File: src/hw/rtl/imaenc_pkg.sv
`default_nettype none

package imaenc_pkg;

  // Step index range and predictor limits
  localparam logic [6:0]  IDX_MAX  = 7'd88;
  localparam logic [15:0] PRED_MAX = 16'h7fff;
  localparam logic [15:0] PRED_MIN = 16'h8000;

  // Nibble masks used when packing
  localparam logic [7:0] HI_MASK = 8'hf0;
  localparam logic [7:0] LO_MASK = 8'h0f;

  typedef logic [14:0] step_t;
  typedef logic [6:0]  idx_t;
  typedef logic [3:0]  code_t;

  // One encoded code on its way to the packer
  typedef struct packed {
    code_t code;
    logic  last;
  } code_beat_t;

  // Packer status back to the pipeline control
  typedef struct packed {
    logic stall;
    logic advance;
  } pack_stat_t;

  // Step size table; indexes past 87 read as 32767
  function automatic step_t step_size(input idx_t idx);
    step_t s;
    case (idx)
      7'd0:  s = 15'd7;     7'd1:  s = 15'd8;     7'd2:  s = 15'd9;
      7'd3:  s = 15'd10;    7'd4:  s = 15'd11;    7'd5:  s = 15'd12;
      7'd6:  s = 15'd13;    7'd7:  s = 15'd14;    7'd8:  s = 15'd16;
      7'd9:  s = 15'd17;    7'd10: s = 15'd19;    7'd11: s = 15'd21;
      7'd12: s = 15'd23;    7'd13: s = 15'd25;    7'd14: s = 15'd28;
      7'd15: s = 15'd31;    7'd16: s = 15'd34;    7'd17: s = 15'd37;
      7'd18: s = 15'd41;    7'd19: s = 15'd45;    7'd20: s = 15'd50;
      7'd21: s = 15'd55;    7'd22: s = 15'd60;    7'd23: s = 15'd66;
      7'd24: s = 15'd73;    7'd25: s = 15'd80;    7'd26: s = 15'd88;
      7'd27: s = 15'd97;    7'd28: s = 15'd107;   7'd29: s = 15'd118;
      7'd30: s = 15'd130;   7'd31: s = 15'd143;   7'd32: s = 15'd157;
      7'd33: s = 15'd173;   7'd34: s = 15'd190;   7'd35: s = 15'd209;
      7'd36: s = 15'd230;   7'd37: s = 15'd253;   7'd38: s = 15'd279;
      7'd39: s = 15'd307;   7'd40: s = 15'd337;   7'd41: s = 15'd371;
      7'd42: s = 15'd408;   7'd43: s = 15'd449;   7'd44: s = 15'd494;
      7'd45: s = 15'd544;   7'd46: s = 15'd598;   7'd47: s = 15'd658;
      7'd48: s = 15'd724;   7'd49: s = 15'd796;   7'd50: s = 15'd876;
      7'd51: s = 15'd963;   7'd52: s = 15'd1060;  7'd53: s = 15'd1166;
      7'd54: s = 15'd1282;  7'd55: s = 15'd1411;  7'd56: s = 15'd1552;
      7'd57: s = 15'd1707;  7'd58: s = 15'd1878;  7'd59: s = 15'd2066;
      7'd60: s = 15'd2272;  7'd61: s = 15'd2499;  7'd62: s = 15'd2749;
      7'd63: s = 15'd3024;  7'd64: s = 15'd3327;  7'd65: s = 15'd3660;
      7'd66: s = 15'd4026;  7'd67: s = 15'd4428;  7'd68: s = 15'd4871;
      7'd69: s = 15'd5358;  7'd70: s = 15'd5894;  7'd71: s = 15'd6484;
      7'd72: s = 15'd7132;  7'd73: s = 15'd7845;  7'd74: s = 15'd8630;
      7'd75: s = 15'd9493;  7'd76: s = 15'd10442; 7'd77: s = 15'd11487;
      7'd78: s = 15'd12635; 7'd79: s = 15'd13899; 7'd80: s = 15'd15289;
      7'd81: s = 15'd16818; 7'd82: s = 15'd18500; 7'd83: s = 15'd20350;
      7'd84: s = 15'd22385; 7'd85: s = 15'd24623; 7'd86: s = 15'd27086;
      7'd87: s = 15'd29794;
      default: s = 15'd32767;
    endcase
    return s;
  endfunction

  // Index adjustment by magnitude bits
  function automatic logic signed [7:0] idx_adjust(input logic [2:0] mag);
    logic signed [7:0] a;
    case (mag)
      3'd4:    a = 8'sd2;
      3'd5:    a = 8'sd4;
      3'd6:    a = 8'sd6;
      3'd7:    a = 8'sd8;
      default: a = -8'sd1;
    endcase
    return a;
  endfunction

endpackage

`default_nettype wire

File: src/hw/rtl/imaenc_core.sv
`default_nettype none

module imaenc_core (
  input  wire logic                   clk,
  input  wire logic                   rst_n,
  input  wire logic [15:0]            sample,
  input  wire logic                   last,
  input  wire logic                   advance,
  output imaenc_pkg::code_beat_t      beat
);

  logic signed [15:0] pred_r, pred_nxt;
  imaenc_pkg::idx_t   idx_r, idx_nxt;

  imaenc_pkg::step_t  step;
  logic [16:0]        diff;
  logic               sign;
  logic [15:0]        mag0, mag1, mag2;
  logic               b2, b1, b0;
  logic [15:0]        vpdiff;
  logic [17:0]        pred_sum;
  logic signed [7:0]  idx_sum;

  // Difference against predictor, sign and magnitude
  always_comb begin
    step = imaenc_pkg::step_size(idx_r);
    diff = {sample[15], sample} - {pred_r[15], pred_r};
    sign = diff[16];
    mag0 = sign ? 16'(17'd0 - diff) : diff[15:0];
  end

  // Three compare-subtract stages: step, step/2, step/4
  always_comb begin
    b2   = mag0 >= {1'b0, step};
    mag1 = b2 ? (mag0 - {1'b0, step}) : mag0;
    b1   = mag1 >= {2'b0, step[14:1]};
    mag2 = b1 ? (mag1 - {2'b0, step[14:1]}) : mag1;
    b0   = mag2 >= {3'b0, step[14:2]};
  end

  // Reconstructed difference and clamped predictor update
  always_comb begin
    vpdiff = {4'b0, step[14:3]}
           + (b2 ? {1'b0, step} : 16'd0)
           + (b1 ? {2'b0, step[14:1]} : 16'd0)
           + (b0 ? {3'b0, step[14:2]} : 16'd0);
    pred_sum = sign ? ({{2{pred_r[15]}}, pred_r} - {2'b0, vpdiff})
                    : ({{2{pred_r[15]}}, pred_r} + {2'b0, vpdiff});
    if (pred_sum[17:15] == 3'b000 || pred_sum[17:15] == 3'b111) begin
      pred_nxt = pred_sum[15:0];
    end else if (pred_sum[17]) begin
      pred_nxt = imaenc_pkg::PRED_MIN;
    end else begin
      pred_nxt = imaenc_pkg::PRED_MAX;
    end
  end

  // Step index update, clamped to 0..88
  always_comb begin
    idx_sum = $signed({1'b0, idx_r}) + imaenc_pkg::idx_adjust({b2, b1, b0});
    if (idx_sum[7]) begin
      idx_nxt = '0;
    end else if (idx_sum[6:0] > imaenc_pkg::IDX_MAX) begin
      idx_nxt = imaenc_pkg::IDX_MAX;
    end else begin
      idx_nxt = idx_sum[6:0];
    end
  end

  assign beat.code = {sign, b2, b1, b0};
  assign beat.last = last;

  // Encoder state, carried across runs
  always_ff @(posedge clk) begin
    if (!rst_n) begin
      pred_r <= '0;
      idx_r  <= '0;
    end else if (advance) begin
      pred_r <= pred_nxt;
      idx_r  <= idx_nxt;
    end
  end

endmodule

`default_nettype wire

File: src/hw/rtl/imaenc_pack.sv
`default_nettype none

module imaenc_pack (
  input  wire logic                   clk,
  input  wire logic                   rst_n,
  input  wire logic                   beat_valid,
  input  wire imaenc_pkg::code_beat_t beat,
  output imaenc_pkg::pack_stat_t      stat,
  output logic                        out_valid,
  input  wire logic                   out_ready,
  output logic [7:0]                  out_code_byte,
  output logic                        out_byte_last
);

  logic                  low_nibble_r;
  imaenc_pkg::code_t     held_code_r;
  logic                  out_valid_r;
  logic [7:0]            byte_r, byte_nxt;
  logic                  blast_r;
  logic                  emit;

  // A byte goes out on the second code of a pair or on a run end
  assign emit         = low_nibble_r || beat.last;
  assign stat.stall   = emit && out_valid_r && !out_ready;
  assign stat.advance = beat_valid && !stat.stall;

  always_comb begin
    if (low_nibble_r) begin
      byte_nxt = ({held_code_r, 4'b0} & imaenc_pkg::HI_MASK)
               | ({4'b0, beat.code} & imaenc_pkg::LO_MASK);
    end else begin
      byte_nxt = {beat.code, 4'b0} & imaenc_pkg::HI_MASK;
    end
  end

  // Pairing state and output register
  always_ff @(posedge clk) begin
    if (!rst_n) begin
      low_nibble_r <= 1'b0;
      out_valid_r  <= 1'b0;
    end else begin
      if (stat.advance) begin
        low_nibble_r <= !low_nibble_r && !beat.last;
      end
      if (stat.advance && emit) begin
        out_valid_r <= 1'b1;
      end else if (out_ready) begin
        out_valid_r <= 1'b0;
      end
    end
  end

  // Payload, no reset needed
  always_ff @(posedge clk) begin
    if (stat.advance && !low_nibble_r) begin
      held_code_r <= beat.code;
    end
    if (stat.advance && emit) begin
      byte_r  <= byte_nxt;
      blast_r <= beat.last;
    end
  end

  assign out_valid     = out_valid_r;
  assign out_code_byte = byte_r;
  assign out_byte_last = blast_r;

endmodule

`default_nettype wire

File: src/hw/rtl/ima_adpcm_encoder.sv
`default_nettype none

// IMA ADPCM 4-bit encoder with nibble packing.
// Input channel (in_valid/in_ready): one signed 16-bit PCM sample per beat,
// with in_last_sample marking the final sample of a run.
// Output channel (out_valid/out_ready): one byte per two samples, earlier
// code in bits 7..4; out_byte_last marks the byte that ends a run. A run
// with an odd sample count ends in a byte whose low nibble is zero.
// A sample is held in the input register while it is encoded; the byte it
// completes is then registered and shown on out_*.
// Throughput: one sample per cycle while the output is not stalled. The
// whole encode step (compare-subtract chain, predictor clamp, index table)
// sits between the input register and the state/output registers.
// Reset (rst_n low, synchronous) clears predictor and step index to zero
// and restarts packing at the high nibble. Predictor and index otherwise
// carry across runs.
// When the receiver stalls, the held byte stays on out_*; one more sample
// is still taken into the input register, and a sample that does not
// complete a byte is encoded without waiting for the output.

module ima_adpcm_encoder (
  input  wire logic        clk,
  input  wire logic        rst_n,
  input  wire logic        in_valid,
  output logic             in_ready,
  input  wire logic [15:0] in_sample,
  input  wire logic        in_last_sample,
  output logic             out_valid,
  input  wire logic        out_ready,
  output logic [7:0]       out_code_byte,
  output logic             out_byte_last
);

  logic                    in_valid_r;
  logic [15:0]             sample_r;
  logic                    last_r;
  imaenc_pkg::code_beat_t  beat;
  imaenc_pkg::pack_stat_t  stat;

  // Input register frees up whenever its beat moves on
  assign in_ready = !in_valid_r || stat.advance;

  always_ff @(posedge clk) begin
    if (!rst_n) begin
      in_valid_r <= 1'b0;
    end else if (in_ready) begin
      in_valid_r <= in_valid;
    end
  end

  always_ff @(posedge clk) begin
    if (in_ready && in_valid) begin
      sample_r <= in_sample;
      last_r   <= in_last_sample;
    end
  end

  imaenc_core u_core (
    .clk     (clk),
    .rst_n   (rst_n),
    .sample  (sample_r),
    .last    (last_r),
    .advance (stat.advance),
    .beat    (beat)
  );

  imaenc_pack u_pack (
    .clk           (clk),
    .rst_n         (rst_n),
    .beat_valid    (in_valid_r),
    .beat          (beat),
    .stat          (stat),
    .out_valid     (out_valid),
    .out_ready     (out_ready),
    .out_code_byte (out_code_byte),
    .out_byte_last (out_byte_last)
  );

endmodule

`default_nettype wire

File: config.mk
export PLATFORM = sky130hd
export DESIGN_NAME = ima_adpcm_encoder
export DESIGN_NICKNAME = d
export VERILOG_FILES = /design/src/hw/rtl/imaenc_pkg.sv /design/src/hw/rtl/imaenc_core.sv /design/src/hw/rtl/imaenc_pack.sv /design/src/hw/rtl/ima_adpcm_encoder.sv
export SDC_FILE = /design/constraint.sdc
export NUM_CORES = 1
export LEC_CHECK = 0
export BUFFER_PORTS_ARGS = -buffer_cell sky130_fd_sc_hd__buf_2
export CAP_MARGIN = 10
export CORE_ASPECT_RATIO = 1.25
export CORE_MARGIN = 3
export CORE_UTILIZATION = 35
export DETAILED_ROUTE_END_ITERATION = 8
export SETUP_SLACK_MARGIN = 0.3
export SYNTH_ARGS = -nofsm -noshare
export SYNTH_HDL_FRONTEND = slang
export SYNTH_SLANG_ARGS = --single-unit
File: constraint.sdc
create_clock -name clk -period 14.8 [get_ports clk]
set_input_delay 1.48 -clock clk [delete_from_list [all_inputs] [get_ports clk]]
set_output_delay 1.48 -clock clk [all_outputs]
set_load 0.05 [all_outputs]
==> flow_metrics.env, run 1 <==
export IMPL_hpwl_mm=25.0
export IMPL_clock_latency_ps=370
export IMPL_hold_end="u_pack.out_byte_last"
export IMPL_routed_wl_mm=34.4
export IMPL_tns_ps=-673
export IMPL_rsz0062_at_grt="true"
export IMPL_grt_use_total_pct=21.8
export IMPL_die_h_um=196
export IMPL_grt_pass1_wl_mm=54.3
export IMPL_nets=1623
export IMPL_clock_sinks=71
export IMPL_status="finished, violations left"
export IMPL_fillers=2709
export IMPL_hold_class="reg -> reg"
export IMPL_clock_fmax_mhz=67.1
export IMPL_fin_skew_ps=16.9
export IMPL_antenna_found_initial=0
export IMPL_synthDistinctLibCells=84
export IMPL_max_slew_margin_pct=20.7
export IMPL_start_kind="register"
export IMPL_cts_root_buf="clkbuf_16"
export IMPL_reg2reg_depth=81
export IMPL_period_share_pct=101
export IMPL_ff2ff_setup_slack_ps=-100
export IMPL_clk_path_buf_depth=2
export IMPL_gp_congestion=0.927
export IMPL_final_setup_worst_slack_ps=-103
export IMPL_antenna_cells=0
export IMPL_core_um2=28000
export IMPL_synth_edf_count=30
export IMPL_worstHoldStart="last_r"
export IMPL_via_per_inst=5.80
export IMPL_final_common_cell="buf_4"
export IMPL_synthCells=1322
export IMPL_netlist_area_um2=10100
export IMPL_end_kind="register"
export IMPL_die_area_um2=30900
export IMPL_r2r_start="sample_r[0]"
export IMPL_synth_flop_cell="dfxtp_1"
export IMPL_rows=68
export IMPL_drtAntennaViolNets=0
export IMPL_cts_tree="built"
export IMPL_initial_utilization_pct=36.0
export IMPL_async_flop_share_pct=0
export IMPL_setup_viol=11
export IMPL_portBuffers=31
export IMPL_grt_remaining_overflow=0
export IMPL_post_drt_wl_per_cell_um=19.0
export IMPL_drt_iter0_drc=798
export IMPL_grt_pass1_vias=10500
export IMPL_cp_common_cell="buf_4"
export IMPL_cap_violations=0
export IMPL_syn_avg_cell_area_um2=7.62
export IMPL_fp_dieW_um=158
export IMPL_synth_fp_nets=1488
export IMPL_ys_ff_latch=71
export IMPL_vias=10500
export IMPL_grt_max_degree=35
export IMPL_period_needed_ps=14900
export IMPL_cp_max_fo=7
export IMPL_drt_first_pass_iters=8
export IMPL_utilization_pct=45.7
export IMPL_drc_errors=0
export IMPL_drive_above_1_share_pct=24.7
export IMPL_slowest_delay_ps=620
export IMPL_finalHoldViolCount=0
export IMPL_violations="setup timing"
export IMPL_cp_slowest_cell="or4_4"
export IMPL_slew_violations=0
export IMPL_ys_seq_area_share_pct=17.1
export IMPL_crit_type="reg -> reg"
export IMPL_io_pins=32
export IMPL_cts_inserted_buffers=9
export IMPL_path_clk_slew_ps=80
export IMPL_holdPathStages=0
export IMPL_htree_levels=3
export IMPL_cp_required_ps=15070
export IMPL_final_cell_mix="buf_4 (137), nor2_1 (131), inv_1 (108), nand2_1 (107), ha_1 (100)"
export IMPL_r2r_end="u_core.pred_r[10]"
export IMPL_syn_to_final_growth_pct=27.0
export IMPL_arrival_ps=15170
export IMPL_yosys_warnings=0
export IMPL_tightestPinTransition_ps=1190
==> cells in the mapped netlist (36+ instances only) <==
cell type,number,area share [%]
clkbuf_1,47,1.8
nor2_1,135,5.0
a21oi_1,96,4.8
xor2_1,38,3.3
nand2_1,123,4.6
a21o_1,36,2.7
dfxtp_1,41,8.1
o21ai_0,84,4.2
ha_1,115,14
inv_1,117,4.4
xnor2_1,56,4.9
==> worst max path at each step <==
| stage | from | end | slack (ps) |
|---|---|---|---|
| floorplan | sample_r[4] | u_core.pred_r[4] | 320 |
| global placement | u_core.pred_r[2] | u_core.pred_r[0] | -140 |
| detailed placement | u_core.pred_r[2] | u_core.pred_r[3] | -330 |
| CTS | sample_r[1] | u_core.pred_r[9] | 80 |
| global route | sample_r[0] | u_core.pred_r[10] | -710 |
| finish | sample_r[0] | u_core.pred_r[10] | -100 |
==> flip-flops by register name (all words and copies together), names as in the netlist <==
name	count
in_valid_r	1
last_r	1
sample_r	16
u_core.idx_r	7
u_core.pred_r	16
u_core.step	15
u_pack.held_code_r	4
u_pack.low_nibble_r	1
u_pack.out_byte_last	1
u_pack.out_code_byte	8
u_pack.out_valid	1
==> layout make-up <==
type | instances | area [um2] | share of cell area [%]
clock buffers | 9 | 225 | 1.76
well taps | 350 | 438 | 3.42
inverters | 120 | 464 | 3.63
repair buffers | 182 | 1370 | 10.7
clock inverters | 7 | 68.8 | 0.538
multi-input cells | 1073 | 8500 | 66.5
flip-flops and latches | 71 | 1730 | 13.5
==> cell families after synthesis <==
group / after synthesis / synth area share, %
muxes: 12 / 1.29
adders and majority gates: 145 / 20.2
DFF: 71 / 17.1
and+or+nand+nor: 410 / 18.7
buffers and inverters: 180 / 6.93
xor gates and xnor gates: 95 / 8.39
AOI/OAI and AO/OA: 409 / 27.4
==> metrics by stage <==
step	setup slack (ps)	cell area [um2]	hold slack, ps	instances
after global routing	-715	12800	506	1812
final	-103	12800	492	1812
after floorplan	319	10400	445	1322
after CTS	76.0	12200	494	1790
after detailed placement	-333	11200	478	1707
after global placement	-136	11200	470	1707
==> what timing repair did <==
item / CTS / global route
pin swaps: 63 / 72
gates cloned: 2 / 1
setup endpoints to repair: 16 / 30
gates resized for setup: 53 / 80
setup buffers: 65 / 21
hold buffers: 0 / 0
==> layer usage <==
metal / vias to the layer above / track usage, % / routed length, um
met5: - / 0 / 0
met1: 5008 / 26.2 / 14000
met3: 99 / 2.10 / 1470
li1: 5040 / - / -
met4: 0 / 9.65 / 1400
met2: 357 / 39.0 / 17500
==> critical path: cells and delay by family, from the launching register on <==
family | cells | cell delay [ps]
AO/OA/AOI/OAI | 28 | 5090
XOR/XNOR | 3 | 380
adder cells (fa/ha/maj) | 9 | 2780
buffers and inverters | 27 | 3370
flip-flops | 1 | 370
AND/OR/NAND/NOR | 14 | 2810
Power of run 1 is left out: the tool's default activity adds up to more than one toggle a clock period on the data nets, which glitch-free logic cannot reach.
==> run 2: changes to the inputs <==
--- a/config.mk
+++ b/config.mk
@@ -11,7 +11,9 @@
 export CORE_MARGIN = 3
 export CORE_UTILIZATION = 35
 export DETAILED_ROUTE_END_ITERATION = 8
+export REMOVE_ABC_BUFFERS = 1
 export SETUP_SLACK_MARGIN = 0.3
 export SYNTH_ARGS = -nofsm -noshare
 export SYNTH_HDL_FRONTEND = slang
+export SYNTH_HIERARCHICAL = 1
 export SYNTH_SLANG_ARGS = --single-unit
==> run 2 against run 1 <==
Effect of this change: the run now ends clean; die area increased by 4.3%; core utilization down 2.2 points; sequential share of layout area barely moved; via count is 2.9% higher; critical endpoint is now u_core/pred_r[8]; area after synthesis increased by 4.4%.
==> flow_metrics.env, run 2 <==
export IMPL_clock_sinks=71
export IMPL_fp_dieW_um=161
export IMPL_r2r_start="sample_r[0]"
export IMPL_via_per_inst=5.77
export IMPL_reg2reg_depth=75
export IMPL_yosys_warnings=6
export IMPL_clock_fmax_mhz=70.2
export IMPL_start_kind="register"
export IMPL_cp_max_fo=8
export IMPL_drtAntennaViolNets=0
export IMPL_final_cell_mix="nor2_1 (149), buf_4 (138), ha_1 (105), nand2_1 (102), inv_1 (89)"
export IMPL_cts_tree="built"
export IMPL_path_clk_slew_ps=60
export IMPL_final_common_cell="nor2_1"
export IMPL_die_h_um=200
export IMPL_cts_inserted_buffers=9
export IMPL_grt_max_degree=27
export IMPL_ff2ff_setup_slack_ps=560
export IMPL_drive_above_1_share_pct=23.3
export IMPL_cap_violations=0
export IMPL_hold_end="u_core/pred_r[14]"
export IMPL_slowest_delay_ps=570
export IMPL_grt_use_total_pct=20.7
export IMPL_cp_common_cell="a21o_1"
export IMPL_hold_class="reg -> reg"
export IMPL_grt_remaining_overflow=0
export IMPL_grt_pass1_vias=10300
export IMPL_gp_congestion=0.971
export IMPL_routed_wl_mm=35.1
export IMPL_holdPathStages=2
export IMPL_timing_hold_ws_ps=534
export IMPL_fillers=2973
export IMPL_clock_latency_ps=350
export IMPL_core_um2=29400
export IMPL_clk_path_buf_depth=2
export IMPL_cp_slowest_cell="or4_4"
export IMPL_drt_iter0_drc=749
export IMPL_initial_utilization_pct=35.8
export IMPL_status="finished clean"
export IMPL_arrival_ps=14460
export IMPL_setup_viol=0
export IMPL_period_share_pct=96.2
export IMPL_drt_first_pass_iters=5
export IMPL_vias=10800
export IMPL_syn_to_final_growth_pct=21.7
export IMPL_end_kind="register"
export IMPL_worstHoldStart="u_core/pred_r[14]"
export IMPL_nets=1639
export IMPL_tightestPinTransition_ps=985
export IMPL_period_needed_ps=14240
export IMPL_grt_pass1_wl_mm=53.6
export IMPL_cts_root_buf="clkbuf_16"
export IMPL_die_area_um2=32200
export IMPL_portBuffers=31
export IMPL_htree_levels=3
export IMPL_r2r_end="u_core/pred_r[8]"
export IMPL_drc_errors=0
export IMPL_antenna_cells=0
export IMPL_crit_type="reg -> reg"
export IMPL_max_slew_margin_pct=34.3
export IMPL_slew_violations=0
export IMPL_hpwl_mm=26.9
export IMPL_synthCells=1351
export IMPL_syn_avg_cell_area_um2=7.79
export IMPL_post_drt_wl_per_cell_um=18.7
export IMPL_cp_required_ps=15020
export IMPL_finalHoldViolCount=0
export IMPL_antenna_found_initial=0
export IMPL_rsz0062_at_grt="true"
export IMPL_io_pins=32
export IMPL_netlist_area_um2=10500
export IMPL_fin_skew_ps=6.94
export IMPL_rows=70
## run 2: layout make-up
type	count	area [um2]	area share (%)
sequential	71	1720	13.5
clock inverter	6	68.8	0.537
timing repair buffer	175	1260	9.86
tap	396	495	3.87
inverter	95	360	2.81
clock buffer	10	239	1.87
multi-input combinational	1121	8660	67.6
## run 2: worst max-delay path by stage
stage / from / endpoint / slack (ps)
after global routing: u_core/pred_r[2] / u_core/pred_r[11] / -150
after floorplan: sample_r[0] / u_core/pred_r[3] / -2540
after global placement: sample_r[0] / u_core/pred_r[0] / 170
after detailed placement: sample_r[0] / u_core/pred_r[8] / -180
final: sample_r[0] / u_core/pred_r[8] / 560
after CTS: sample_r[0] / u_core/pred_r[13] / 310
## run 2: stage by stage
step / setup WS, ps / instances / util, % / instance area (um2) / setup TNS, ps
floorplan: -2540 / 1287 / - / 10200 / -63940
global placement: 167 / 1840 / 40.1 / 11800 / 0
detailed placement: -181 / 1840 / 40.1 / 11800 / -2440
CTS: 310 / 1861 / 41.5 / 12200 / 0
global route: -151 / 1874 / 43.5 / 12800 / -1600
finish: 556 / 1874 / 43.5 / 12800 / 0
## run 2: critical path: cells and delay by family, from the launching register on
| family | cells | cell delay (ps) |
|---|---|---|
| compound gates | 34 | 6270 |
| xor+xnor | 4 | 650 |
| fa+ha+maj | 9 | 2720 |
| buf+inv | 5 | 620 |
| flops | 1 | 340 |
| mux | 4 | 910 |
| simple gates | 19 | 2560 |
## run 2: layer usage
layer | global-route usage [%] | part of all wire, % | up-vias
li1 | - | - | 5157
met1 | 24.4 | 40 | 5185
met2 | 37.1 | 50 | 351
met3 | 2.33 | 4.6 | 113
met4 | 10.9 | 5.2 | 0
met5 | 0 | 0 | -
## run 2: timing repair
action                                  4_1_cts  5_1_grt
endpoints found under the setup margin       16       30
pin swaps                                    10       59
buffers inserted                              4       13
resized for setup                            23      107
hold buffers                                  0        0
endpoints found under the hold margin         0        0
cloned                                        1        0
Power of run 2 is left out for the same reason.
==> run 3: changes to the inputs <==
--- a/config.mk
+++ b/config.mk
@@ -8,10 +8,8 @@
 export BUFFER_PORTS_ARGS = -buffer_cell sky130_fd_sc_hd__buf_2
 export CAP_MARGIN = 10
 export CORE_ASPECT_RATIO = 1.25
-export CORE_MARGIN = 3
 export CORE_UTILIZATION = 35
 export DETAILED_ROUTE_END_ITERATION = 8
-export REMOVE_ABC_BUFFERS = 1
 export SETUP_SLACK_MARGIN = 0.3
 export SYNTH_ARGS = -nofsm -noshare
 export SYNTH_HDL_FRONTEND = slang
==> constraint.sdc (replaced) <==
create_clock -name clk -period 16.8 [get_ports clk]
set_input_delay 1.68 -clock clk [delete_from_list [all_inputs] [get_ports clk]]
set_output_delay 1.68 -clock clk [all_outputs]
set_load 0.05 [all_outputs]
==> run 3 against run 2 <==
Effect of this change: cell count fell by 5.7%; via count fell by 5.0%; die area fell by 4.4%; worst hold slack got worse by 6.6 ps; design area fell by 8.8%; first-iteration DRC count rose by 21%; fmax fell by 9.1%; critical path type unchanged.
==> flow_metrics.env, run 3 (synthesis results as in run 2) <==
export IMPL_path_clk_slew_ps=70
export IMPL_cp_required_ps=17030
export IMPL_fp_dieW_um=157
export IMPL_drtAntennaViolNets=0
export IMPL_drt_first_pass_iters=5
export IMPL_cp_common_cell="a21o_1"
export IMPL_clock_fmax_mhz=63.8
export IMPL_grt_pass1_vias=9524
export IMPL_max_slew_margin_pct=29.5
export IMPL_drive_above_1_share_pct=13.2
export IMPL_htree_levels=3
export IMPL_tightestPinTransition_ps=1060
export IMPL_rsz0062_at_grt="false"
export IMPL_core_um2=29400
export IMPL_synth_fp_nets=1517
export IMPL_hpwl_mm=25.4
export IMPL_period_needed_ps=15670
export IMPL_hold_class="reg -> reg"
export IMPL_grt_use_total_pct=21.1
export IMPL_setup_viol=0
export IMPL_die_h_um=196
export IMPL_grt_pass1_wl_mm=51.0
export IMPL_drt_iter0_drc=905
export IMPL_status="finished clean"
export IMPL_rows=70
export IMPL_cts_root_buf="clkbuf_16"
export IMPL_grt_remaining_overflow=0
export IMPL_crit_type="reg -> reg"
export IMPL_period_share_pct=93.3
export IMPL_start_kind="register"
export IMPL_tns_ps=0
export IMPL_vias=10300
export IMPL_portBuffers=31
export IMPL_final_cell_mix="nor2_1 (155), ha_1 (112), nand2_1 (108), inv_1 (88), a21oi_1 (85)"
export IMPL_slew_violations=0
export IMPL_cts_inserted_buffers=9
export IMPL_syn_to_final_growth_pct=11.0
export IMPL_gp_congestion=0.910
export IMPL_clk_path_buf_depth=2
export IMPL_initial_utilization_pct=35.8
export IMPL_arrival_ps=15900
export IMPL_cap_violations=0
export IMPL_fin_skew_ps=10.1
export IMPL_via_per_inst=5.81
export IMPL_clock_latency_ps=350
export IMPL_clock_sinks=71
export IMPL_cp_slowest_cell="or4_1"
export IMPL_final_common_cell="nor2_1"
export IMPL_end_kind="register"
export IMPL_cts_tree="built"
export IMPL_cp_max_fo=16
export IMPL_nets=1533
export IMPL_antenna_cells=0
export IMPL_slowest_delay_ps=490
export IMPL_grt_max_degree=35
export IMPL_antenna_found_initial=0
export IMPL_io_pins=32
export IMPL_drc_errors=0
export IMPL_post_drt_wl_per_cell_um=18.8
export IMPL_die_area_um2=30800
export IMPL_finalHoldViolCount=0
export IMPL_routed_wl_mm=33.2
-- run 3: layout make-up --
class / instances / area [um2]
Fill cell: 3006 / 17700
Multi-Input combinational cell: 1121 / 8330
Sequential cell: 71 / 1720
Tap cell: 396 / 495
Timing Repair Buffer: 68 / 445
Inverter: 95 / 369
Clock buffer: 11 / 254
Clock inverter: 5 / 61.3
Timing Repair inverter: 1 / 5.00
-- run 3: what timing repair did --
action	CTS	global route
endpoints found under the setup margin	15	32
hold buffers	0	0
setup buffers	2	19
gates resized for setup	3	54
endpoints found under the hold margin	0	0
pin swaps	0	14
gates cloned	0	2
-- run 3: final timing paths --
kind,startpoint,to,slack [ps],cells past startpoint
worst max-delay path,sample_r[0],u_core/pred_r[3],1130,76
worst min register to register,u_pack/out_valid,u_pack/out_valid,530,2
worst max register to register,sample_r[0],u_core/pred_r[3],1130,76
worst min-delay path,u_pack/out_valid,u_pack/out_valid,530,2
-- run 3: per-stage QoR --
step | setup WS [ps] | hold slack, ps | area (um2) | utilization [%] | cells
after CTS | 454 | 538 | 11300 | 38.5 | 1747
after global routing | 171 | 557 | 11700 | 39.7 | 1768
after floorplan | 1680 | 474 | 10500 | - | 1351
final | 1130 | 528 | 11700 | 39.7 | 1768
after global placement | 667 | 513 | 11000 | 37.3 | 1729
after detailed placement | 328 | 528 | 11000 | 37.3 | 1729
-- run 3: critical path, delay by kind of cell, from the launching register on --
kind | cells | cell delay, ps
XOR/XNOR | 4 | 740
multiplexers | 3 | 680
flip-flops | 1 | 320
buffers and inverters | 7 | 1160
AO/OA/AOI/OAI | 35 | 6800
AND/OR/NAND/NOR | 18 | 2650
adder cells (fa/ha/maj) | 9 | 3160
-- run 3: per-layer routing --
layer / GRT usage, % / share of wire, % / up-vias
met3: 2.12 / 5.0 / 77
met2: 36.4 / 49 / 378
met4: 8.95 / 4.0 / 0
li1: - / - / 4950
met5: 0 / 0 / -
met1: 26.5 / 42 / 4866
Power of run 3 is left out for the same reason.
